**src/hdl/hsv_pkg.sv**
```systemverilog
`timescale 1ns / 1ps

package hsv_pkg;

    localparam int HUE_W  = 9;
    localparam int CH_W   = 8;
    localparam int REM_W  = 6;
    localparam int PROD_W = 14;
    localparam int PNUM_W = 16;
    localparam int QNUM_W = 22;

    localparam logic [HUE_W-1:0] FULL_CIRCLE = 9'd360;
    localparam logic [HUE_W-1:0] SEC1_START  = 9'd60;
    localparam logic [HUE_W-1:0] SEC2_START  = 9'd120;
    localparam logic [HUE_W-1:0] SEC3_START  = 9'd180;
    localparam logic [HUE_W-1:0] SEC4_START  = 9'd240;
    localparam logic [HUE_W-1:0] SEC5_START  = 9'd300;

    localparam logic [REM_W-1:0]  SECTOR_SPAN = 6'd60;
    localparam logic [CH_W-1:0]   LEVEL_MAX   = 8'd255;
    localparam logic [PROD_W-1:0] QT_DEN      = 14'd15300;
    localparam logic [PNUM_W-1:0] P_HALF      = 16'd127;
    localparam logic [QNUM_W-1:0] QT_HALF     = 22'd7650;

    localparam int P_RECIP_W  = 17;
    localparam int QT_RECIP_W = 23;
    localparam logic [P_RECIP_W-1:0]  P_RECIP  = 17'd65794;
    localparam logic [QT_RECIP_W-1:0] QT_RECIP = 23'd4491470;
    localparam int P_SHIFT  = 24;
    localparam int QT_SHIFT = 36;

    typedef enum logic [2:0] {
        SEC_RY = 3'd0,
        SEC_YG = 3'd1,
        SEC_GC = 3'd2,
        SEC_CB = 3'd3,
        SEC_BM = 3'd4,
        SEC_MR = 3'd5
    } t_sector;

    typedef struct packed {
        logic [PNUM_W-1:0] pnum;
        logic [QNUM_W-1:0] qnum;
        logic [QNUM_W-1:0] tnum;
    } t_num;

    typedef struct packed {
        logic [CH_W-1:0] p;
        logic [CH_W-1:0] q;
        logic [CH_W-1:0] t;
    } t_lvl;

endpackage

```
**src/hdl/hsv_lvl_div.sv**
```systemverilog
`timescale 1ns / 1ps

module hsv_lvl_div
    import hsv_pkg::*;
(
    input  logic i_clk,
    input  logic i_rst_n,
    input  logic i_valid,
    input  t_num i_num,
    output logic o_valid,
    output t_lvl o_lvl
);

    localparam int PPROD_W = PNUM_W + P_RECIP_W;
    localparam int QPROD_W = QNUM_W + QT_RECIP_W;

    logic [PPROD_W-1:0] w_pprod;
    logic [QPROD_W-1:0] w_qprod;
    logic [QPROD_W-1:0] w_tprod;
    logic               r_valid;
    t_lvl               r_lvl;

    assign w_pprod = {{P_RECIP_W{1'b0}}, i_num.pnum} * {{PNUM_W{1'b0}}, P_RECIP};
    assign w_qprod = {{QT_RECIP_W{1'b0}}, i_num.qnum} * {{QNUM_W{1'b0}}, QT_RECIP};
    assign w_tprod = {{QT_RECIP_W{1'b0}}, i_num.tnum} * {{QNUM_W{1'b0}}, QT_RECIP};

    always_ff @(posedge i_clk) begin
        if (!i_rst_n) begin
            r_valid <= 1'b0;
        end else begin
            r_valid <= i_valid;
        end
    end

    always_ff @(posedge i_clk) begin
        r_lvl.p <= w_pprod[P_SHIFT+CH_W-1:P_SHIFT];
        r_lvl.q <= w_qprod[QT_SHIFT+CH_W-1:QT_SHIFT];
        r_lvl.t <= w_tprod[QT_SHIFT+CH_W-1:QT_SHIFT];
    end

    assign o_valid = r_valid;
    assign o_lvl   = r_lvl;

endmodule

```
**src/hdl/hsv_to_rgb_converter.sv**
```systemverilog
`timescale 1ns / 1ps
// A transaction accepted at a clock edge passes the registers r1, r2, r3, the divider
// output and r5, and then shows on the result ports for one cycle, with o_valid high.
// Throughput: one transaction per clock cycle; o_busy is always low.
// Reset: synchronous and active low; it clears every pipeline valid bit.
// The receiver cannot stall the pipeline.

module hsv_to_rgb_converter
    import hsv_pkg::*;
(
    input  logic              i_clk,
    input  logic              i_rst_n,
    input  logic              i_start,
    input  logic [HUE_W-1:0]  i_hue,
    input  logic [CH_W-1:0]   i_saturation,
    input  logic [CH_W-1:0]   i_brightness,
    output logic              o_busy,
    output logic              o_valid,
    output logic [CH_W-1:0]   o_red,
    output logic [CH_W-1:0]   o_green,
    output logic [CH_W-1:0]   o_blue
);

    logic [HUE_W-1:0]  w_hue;
    logic [HUE_W-1:0]  w_base;
    logic [HUE_W-1:0]  w_diff;
    t_sector           n_sec;

    logic              r1_vld;
    t_sector           r1_sec;
    logic [REM_W-1:0]  r1_rem;
    logic [CH_W-1:0]   r1_sat;
    logic [CH_W-1:0]   r1_val;

    logic              r2_vld;
    t_sector           r2_sec;
    logic [CH_W-1:0]   r2_val;
    logic [PROD_W-1:0] r2_sq;
    logic [PROD_W-1:0] r2_st;
    logic [PNUM_W-1:0] r2_pnum;

    logic              r3_vld;
    t_sector           r3_sec;
    logic [CH_W-1:0]   r3_val;
    t_num              r3_num;

    t_sector           r4_sec;
    logic [CH_W-1:0]   r4_val;
    logic              w4_vld;
    t_lvl              w4_lvl;

    logic              r5_vld;
    logic [CH_W-1:0]   r5_red;
    logic [CH_W-1:0]   r5_green;
    logic [CH_W-1:0]   r5_blue;

    logic [CH_W-1:0]   n_red;
    logic [CH_W-1:0]   n_green;
    logic [CH_W-1:0]   n_blue;

    assign o_busy = 1'b0;

    assign w_hue = (i_hue >= FULL_CIRCLE) ? (i_hue - FULL_CIRCLE) : i_hue;

    always_comb begin
        if (w_hue >= SEC5_START) begin
            n_sec  = SEC_MR;
            w_base = SEC5_START;
        end else if (w_hue >= SEC4_START) begin
            n_sec  = SEC_BM;
            w_base = SEC4_START;
        end else if (w_hue >= SEC3_START) begin
            n_sec  = SEC_CB;
            w_base = SEC3_START;
        end else if (w_hue >= SEC2_START) begin
            n_sec  = SEC_GC;
            w_base = SEC2_START;
        end else if (w_hue >= SEC1_START) begin
            n_sec  = SEC_YG;
            w_base = SEC1_START;
        end else begin
            n_sec  = SEC_RY;
            w_base = '0;
        end
    end

    assign w_diff = w_hue - w_base;

    always_ff @(posedge i_clk) begin
        if (!i_rst_n) begin
            r1_vld <= 1'b0;
            r2_vld <= 1'b0;
            r3_vld <= 1'b0;
            r5_vld <= 1'b0;
        end else begin
            r1_vld <= i_start && !o_busy;
            r2_vld <= r1_vld;
            r3_vld <= r2_vld;
            r5_vld <= w4_vld;
        end
    end

    always_ff @(posedge i_clk) begin
        r1_sec <= n_sec;
        r1_rem <= w_diff[REM_W-1:0];
        r1_sat <= i_saturation;
        r1_val <= i_brightness;

        r2_sec  <= r1_sec;
        r2_val  <= r1_val;
        r2_sq   <= {{REM_W{1'b0}}, r1_sat} * {{CH_W{1'b0}}, r1_rem};
        r2_st   <= {{REM_W{1'b0}}, r1_sat} * {{CH_W{1'b0}}, SECTOR_SPAN - r1_rem};
        r2_pnum <= ({{CH_W{1'b0}}, r1_val} * {{CH_W{1'b0}}, LEVEL_MAX - r1_sat}) + P_HALF;

        r3_sec      <= r2_sec;
        r3_val      <= r2_val;
        r3_num.pnum <= r2_pnum;
        r3_num.qnum <= ({{PROD_W{1'b0}}, r2_val} * {{CH_W{1'b0}}, QT_DEN - r2_sq})
                       + QT_HALF;
        r3_num.tnum <= ({{PROD_W{1'b0}}, r2_val} * {{CH_W{1'b0}}, QT_DEN - r2_st})
                       + QT_HALF;

        r4_sec <= r3_sec;
        r4_val <= r3_val;

        r5_red   <= n_red;
        r5_green <= n_green;
        r5_blue  <= n_blue;
    end

    hsv_lvl_div u_div (
        .i_clk   (i_clk),
        .i_rst_n (i_rst_n),
        .i_valid (r3_vld),
        .i_num   (r3_num),
        .o_valid (w4_vld),
        .o_lvl   (w4_lvl)
    );

    always_comb begin
        case (r4_sec)
            SEC_RY: begin
                n_red = r4_val;   n_green = w4_lvl.t; n_blue = w4_lvl.p;
            end
            SEC_YG: begin
                n_red = w4_lvl.q; n_green = r4_val;   n_blue = w4_lvl.p;
            end
            SEC_GC: begin
                n_red = w4_lvl.p; n_green = r4_val;   n_blue = w4_lvl.t;
            end
            SEC_CB: begin
                n_red = w4_lvl.p; n_green = w4_lvl.q; n_blue = r4_val;
            end
            SEC_BM: begin
                n_red = w4_lvl.t; n_green = w4_lvl.p; n_blue = r4_val;
            end
            default: begin
                n_red = r4_val;   n_green = w4_lvl.p; n_blue = w4_lvl.q;
            end
        endcase
    end

    assign o_valid = r5_vld;
    assign o_red   = r5_red;
    assign o_green = r5_green;
    assign o_blue  = r5_blue;

`ifndef SYNTHESIS
    a_valid_follows_start: assert property (@(posedge i_clk) disable iff (!i_rst_n)
        o_valid |-> $past(i_start, 5))
        else $error("Result strobe without an accepted transaction.");

    a_grey_level: assert property (@(posedge i_clk) disable iff (!i_rst_n)
        (o_valid && ($past(i_saturation, 5) == '0)) |->
        ((o_red == $past(i_brightness, 5)) && (o_green == $past(i_brightness, 5))
         && (o_blue == $past(i_brightness, 5))))
        else $error("Zero saturation did not give grey.");

    a_value_channel: assert property (@(posedge i_clk) disable iff (!i_rst_n)
        o_valid |-> ((o_red == $past(i_brightness, 5)) || (o_green == $past(i_brightness, 5))
                     || (o_blue == $past(i_brightness, 5))))
        else $error("No channel carries the brightness level.");
`endif

endmodule
```
**config.mk**
```make
export PLATFORM = sky130hd
export DESIGN_NAME = hsv_to_rgb_converter
export DESIGN_NICKNAME = d
export VERILOG_FILES = /design/src/hdl/hsv_pkg.sv /design/src/hdl/hsv_lvl_div.sv /design/src/hdl/hsv_to_rgb_converter.sv
export SDC_FILE = /design/constraint.sdc
export NUM_CORES = 2
export LEC_CHECK = 0
export ABC_AREA = 1
export BUFFER_PORTS_ARGS = -buffer_cell sky130_fd_sc_hd__clkbuf_2
export CAP_MARGIN = 20
export CELL_PAD_IN_SITES_DETAIL_PLACEMENT = 0
export CELL_PAD_IN_SITES_GLOBAL_PLACEMENT = 1
export CORE_UTILIZATION = 30
export DETAILED_ROUTE_END_ITERATION = 16
export PLACE_DENSITY_LB_ADDON = 0.1
export SLEW_MARGIN = 20
export SYNTH_ARGS = -nofsm -noshare
export SYNTH_HDL_FRONTEND = slang
export SYNTH_SLANG_ARGS = --single-unit
```
**constraint.sdc**
```tcl
create_clock -name i_clk -period 6.1 [get_ports i_clk]
set_input_delay 0.305 -clock i_clk [delete_from_list [all_inputs] [get_ports i_clk]]
set_output_delay 0.305 -clock i_clk [all_outputs]
set_load 0.03 [all_outputs]
```
# After elaboration in Yosys (flattened, before gate mapping)

Index checks and enable logic that the tools add are counted.
W data, S select, Z words.

Flip-flop bits (word level): 215
Input port bits: 28
Logic and storage cells: 74

Add/subtract/negate cells: 9
Multipliers: 8
Magnitude comparators: 6
Eq/ne operators: 4
Mux-type cells: 13
Reduce and logical (&&, ||, !) cells: 6

Operator list:

| cell                     | count |
|---|---|
| $mul A22 B22 Y43 const B | 2 |
| $pmux W8 S3              | 3 |
| $add A22 B13 Y22 const B | 2 |
| $mul A8 B14 Y22          | 2 |
| $mul A16 B16 Y31 const B | 1 |
| $mux W6                  | 5 |
| $mul A8 B6 Y14           | 2 |
| $sub A14 B14 Y14 const A | 2 |
| $ge A9 B8 Y1 const B     | 2 |
| $ge A9 B9 Y1 const B     | 2 |
| $add A16 B7 Y16 const B  | 1 |
| $mul A8 B8 Y16           | 1 |
| $reduce_or A2 Y1         | 5 |
| $ge A9 B6 Y1 const B     | 1 |
| $ge A9 B7 Y1 const B     | 1 |
| $mux W9                  | 1 |
| $sub A9 B9 Y9 const B    | 1 |
| $sub A8 B8 Y8 const A    | 1 |
| $eq A3 B2 Y1 const B     | 2 |
| $sub A6 B6 Y6            | 1 |
| $sub A6 B6 Y6 const A    | 1 |
| $mux W2                  | 2 |
| $eq A3 B1 Y1 const B     | 1 |
| $eq A3 B3 Y1 const B     | 1 |
| 2 further kinds          | 3 |

# Longest topological paths before layout

Depth after elaboration: 9
Gate-level depth with buffers: 29
Mapped depth without buffers: 28

# By module

From an unflattened synthesis, not the netlist that was laid out.

Cell total of the unflattened synthesis: 4306
Area total of the unflattened synthesis: 34839.7 um^2

By module, submodules not included:

| module               | times used | cells each | area each (um^2) | sequential area each (um^2) |
|---|---|---|---|---|
| hsv_to_rgb_converter | 1          | 2230       | 18159.9          | 3763.6 |
| hsv_lvl_div          | 1          | 2076       | 16679.7          | 500.5 |

# Least setup slack after synthesis

OpenSTA, ideal clock, no wires.

Path kind: flip-flop to flip-flop
Start: reg r2_st[0]
End: reg r3_num[17] (netlist bit)
Data arrival time: 4876 ps
Setup slack: 1101 ps
Cell stages (with the launch flop): 29
Path buffers: 1
Clock period less this slack: 4999 ps
Path through: dfxtp_1 -> buf_6 -> inv_2 -> ha_1 -> nor2_1 -> inv_1 -> nand2_1 -> nor2_1 -> inv_1 -> nand2_1 -> nand2_1 -> nand2_1 -> xnor2_2 -> inv_1 -> nand2_1 -> fa_1 -> inv_1 -> fa_1 -> fa_1 -> inv_1 -> fa_1 -> inv_1 -> ha_1 -> a21oi_1 -> o21a_1 -> nand3_1 -> a21boi_0 -> o21bai_1 -> xor2_1

Cells in the longest elaborated chain, start to end: 3

Ends and longest elaborated chain:

| element                  | line                        | text |
|---|---|---|
| start: declaration       | hsv_to_rgb_converter.sv:39  | `logic [PROD_W-1:0] r2_st;` |
| start signal: assignment | hsv_to_rgb_converter.sv:112 | `r2_st <= {{REM_W{1'b0}}, r1_sat} * {{CH_W{1'b0}}, SECTOR_SPAN - r1_rem};` |
| $sub A14 B14 Y14         | hsv_to_rgb_converter.sv:120 | `r3_num.tnum <= ({{PROD_W{1'b0}}, r2_val} * {{CH_W{1'b0}}, QT_DEN - r2_st})` |
| $mul A8 B14 Y22          | hsv_to_rgb_converter.sv:120 |  |
| $add A22 B13 Y22         | hsv_to_rgb_converter.sv:121 | `+ QT_HALF;` |
| end: declaration         | hsv_to_rgb_converter.sv:45  | `t_num r3_num;` |

Every way passes these cells.
A chain may end at the register's enable or synchronous reset.

# Worst setup path after layout

Start: reg r3_num[20] (netlist bit)
End: reg u_div.r_lvl (netlist bit u_div.o_lvl[3])

Cells in the longest elaborated chain, start to end: 1

Ends and longest elaborated chain:

| element               | line              | text |
|---|---|---|
| $mul A22 B22 Y43      | hsv_lvl_div.sv:25 | `assign w_tprod = {{QT_RECIP_W{1'b0}}, i_num.tnum} * {{QNUM_W{1'b0}}, QT_RECIP};` |
| via u_div.w_tprod[39] | hsv_lvl_div.sv:19 | `logic [QPROD_W-1:0] w_tprod;` |
| end: declaration      | hsv_lvl_div.sv:21 | `t_lvl r_lvl;` |

The timed path passes the listed nets, and every way through them passes these cells.

==> flow_metrics.env <==
export IMPL_worstPathCellList="inv_1 > ha_1 > inv_1 > ha_1 > inv_1 > fa_1 > inv_1 > ha_1 > fa_1 > fa_1 > inv_1 > fa_1 > inv_1 > ha_1 > nand2_1 > nor2_1 > inv_1 > nor4_1 > nand3_1 > nand4_1 > nand2_1"
export IMPL_rsz0062_at_grt="false"
export IMPL_slowest_delay_ps=540
export IMPL_yosysWarnings=0
export IMPL_arrival_ps=6070
export IMPL_clock_sinks=213
export IMPL_max_freq_ghz=0.1810
export IMPL_netlist_instances=4180
export IMPL_final_hold_violation_count=0
export IMPL_cts_root_buf="clkbuf_16"
export IMPL_drc_errors=0
export IMPL_routed_wl_um=99140
export IMPL_synth_seq_area_share_pct=12.41
export IMPL_area_growth_pct=10.41
export IMPL_synthArstFlopShare_pct=0
export IMPL_coreArea_mm2=0.1130
export IMPL_min_period_ps=5525
export IMPL_antenna_found_initial=1
export IMPL_avgSynthCellArea_um2=8.219
export IMPL_worst_slew_pin_slew_ps=725.1
export IMPL_ys_ff_latch=213
export IMPL_h_tree_depth=1
export IMPL_drive_gt1_share_pct=5.052
export IMPL_grt_pass1_wl_um=157300
export IMPL_synth_top_area_share_pct=27.33
export IMPL_rows=123
export IMPL_avgRoutedWirePerCell_um=17.04
export IMPL_crit_type="flip-flop to flip-flop"
export IMPL_fin_nets=5444
export IMPL_num_vias=25930
export IMPL_synth_top_cells_by_count="inv_1 (1,020), nand2_1 (731), ha_1 (656)"
export IMPL_slowest_stage="fa_1"
export IMPL_netlist_top_cells_area="fa_1 (27%), ha_1 (24%), dfxtp_1 (12%)"
export IMPL_drt_vias_per_instance=4.458
export IMPL_finalSetupTns_ps=0
export IMPL_pin_count=54
export IMPL_yosysMostFrequentCell="inv_1"
export IMPL_crit_top_cell="inv_1"
export IMPL_gp_congestion=0.8164
export IMPL_grt_pass1_vias=27780
export IMPL_gr_total_overflow=0
export IMPL_synth_cell_type_count=58
export IMPL_die_area_mm2=0.1159
export IMPL_synth_nets=5333
export IMPL_synth_main_ff_cell="dfxtp_1"
export IMPL_hpwl_um=87810
export IMPL_synth_edf_count=0
export IMPL_post_cts_buffers=0
export IMPL_cp_required_ps=6650
export IMPL_cts_hold_fix_buffers=21
export IMPL_drtIter0Drc=1086
export IMPL_outcome="completed"
export IMPL_worstPathMaxFanout=6
export IMPL_portBuffers=52
export IMPL_grt_max_degree=21
export IMPL_critPathCaptureType="flip-flop"
export IMPL_first_pass_iters=5
export IMPL_relSlewSlack_pct=51.36
export IMPL_die_x_um=340.4
export IMPL_numCtsBuffers=31
export IMPL_clockBufferDepth=3
export IMPL_detail_route_antenna_nets=0
export IMPL_maxSlewViolCount=0
export IMPL_fin_crit_sh_pct=90.58
export IMPL_synth_largest_area_cell="fa_1"
export IMPL_start_util_pct=30.41
export IMPL_hp_class="primary input to flip-flop"
export IMPL_cp_start_kind="flip-flop"
export IMPL_clkSlewWorstSetupHoldPaths_ps=80
export IMPL_cts_resized_gates=0
export IMPL_dieHeight_um=340.4
export IMPL_fin_skew_ps=28.39
export IMPL_grt_util_all_layers_pct=17.36
export IMPL_clock_latency_ps=640
export IMPL_synth_area_mm2=0.03436
export IMPL_cap_violations=0
export IMPL_setup_viol=0
export IMPL_cts_tree="done"
[cell usage in the layout (no fill, tap or decap), types with 17 or more instances in the layout]
cell type,n
nand2_1,731
ha_1,656
nor2_1,321
xor2_1,68
a21o_1,28
nand3_1,92
clkbuf_16,31
xnor2_1,23
nand4_1,32
dfxtp_1,213
dlygate4sd3_1,21
clkbuf_2,52
buf_4,48
inv_1,1020
fa_1,469
a21oi_1,176
nor3_1,31
o21ai_0,90
o21bai_1,17
[state kept, by name, summed over array words and instances (netlist names), 6 cells and up]
register     count
u_div.o_lvl     24
r3_val           8
o_red            8
r1_sat           8
o_green          8
r1_val           8
r2_sq           13
r2_val           8
r1_rem           6
r2_pnum         16
r3_num          59
r4_val           8
r2_st           14
o_blue           8
[worst max-delay path, delay by kind of cell (launching register included)]
family	cells	cell delay, ps
fa+ha+maj	8	3230
buf+inv	7	510
simple gates	6	1230
flops	1	480
[cell type report]
type | instances | area, µm²
timing repair buffer | 121 | 830.8
multi-input combinational | 2886 | 26010
sequential | 213 | 4264
fill | 12250 | 75030
clock inverter | 22 | 241.5
inverter | 1038 | 3896
clock buffer | 35 | 810.8
tap | 1500 | 1877
antenna | 2 | 5.005
[cell families after synthesis]
kind of cell,synth area share (%)
and+or+nand+nor,15.39
adders and majority gates,51.22
buffers and inverters,11.89
AOI/OAI and AO/OA,6.617
DFF,12.41
xor gates and xnor gates,2.462
other,0.01091
[routing by layer]
| metal | share of wire (%) | track usage, % | up-vias |
|---|---|---|---|
| met5 | 0 | 0 | - |
| met4 | 1.7 | 3.232 | 0 |
| met3 | 3.6 | 2.357 | 72 |
| met2 | 47 | 29.24 | 262 |
| met1 | 48 | 23.69 | 12460 |
| li1 | - | - | 13140 |
[final timing paths]
path | endpoint | slack (ps) | cells past startpoint | from
setup reg to reg | u_div.o_lvl[3]$_DFF_P_ | 570 | 21 | r3_num[20]$_DFF_P_
hold / removal | r1_rem[2]$_DFF_P_ | 130 | 4 | i_hue[2]
setup / recovery | u_div.o_lvl[3]$_DFF_P_ | 570 | 21 | r3_num[20]$_DFF_P_
hold reg to reg | r4_val[0]$_DFF_P_ | 320 | 0 | r3_val[0]$_DFF_P_
[stage by stage]
step	cells	instance area, µm²	setup WS (ps)	util, %	hold WS [ps]
floorplan	4180	34360	1101	-	309.6
detailed placement	5737	36670	555.1	32.46	312.1
CTS	5815	37930	548.5	33.58	92.15
global placement	5737	36670	483.3	32.46	312.1
global route	5815	37930	154.9	33.58	128.9
finish	5817	37930	574.8	33.58	128.1
Power is not shown: default switching activity piles up to over one toggle a cycle in this logic, so the estimate is an artifact.
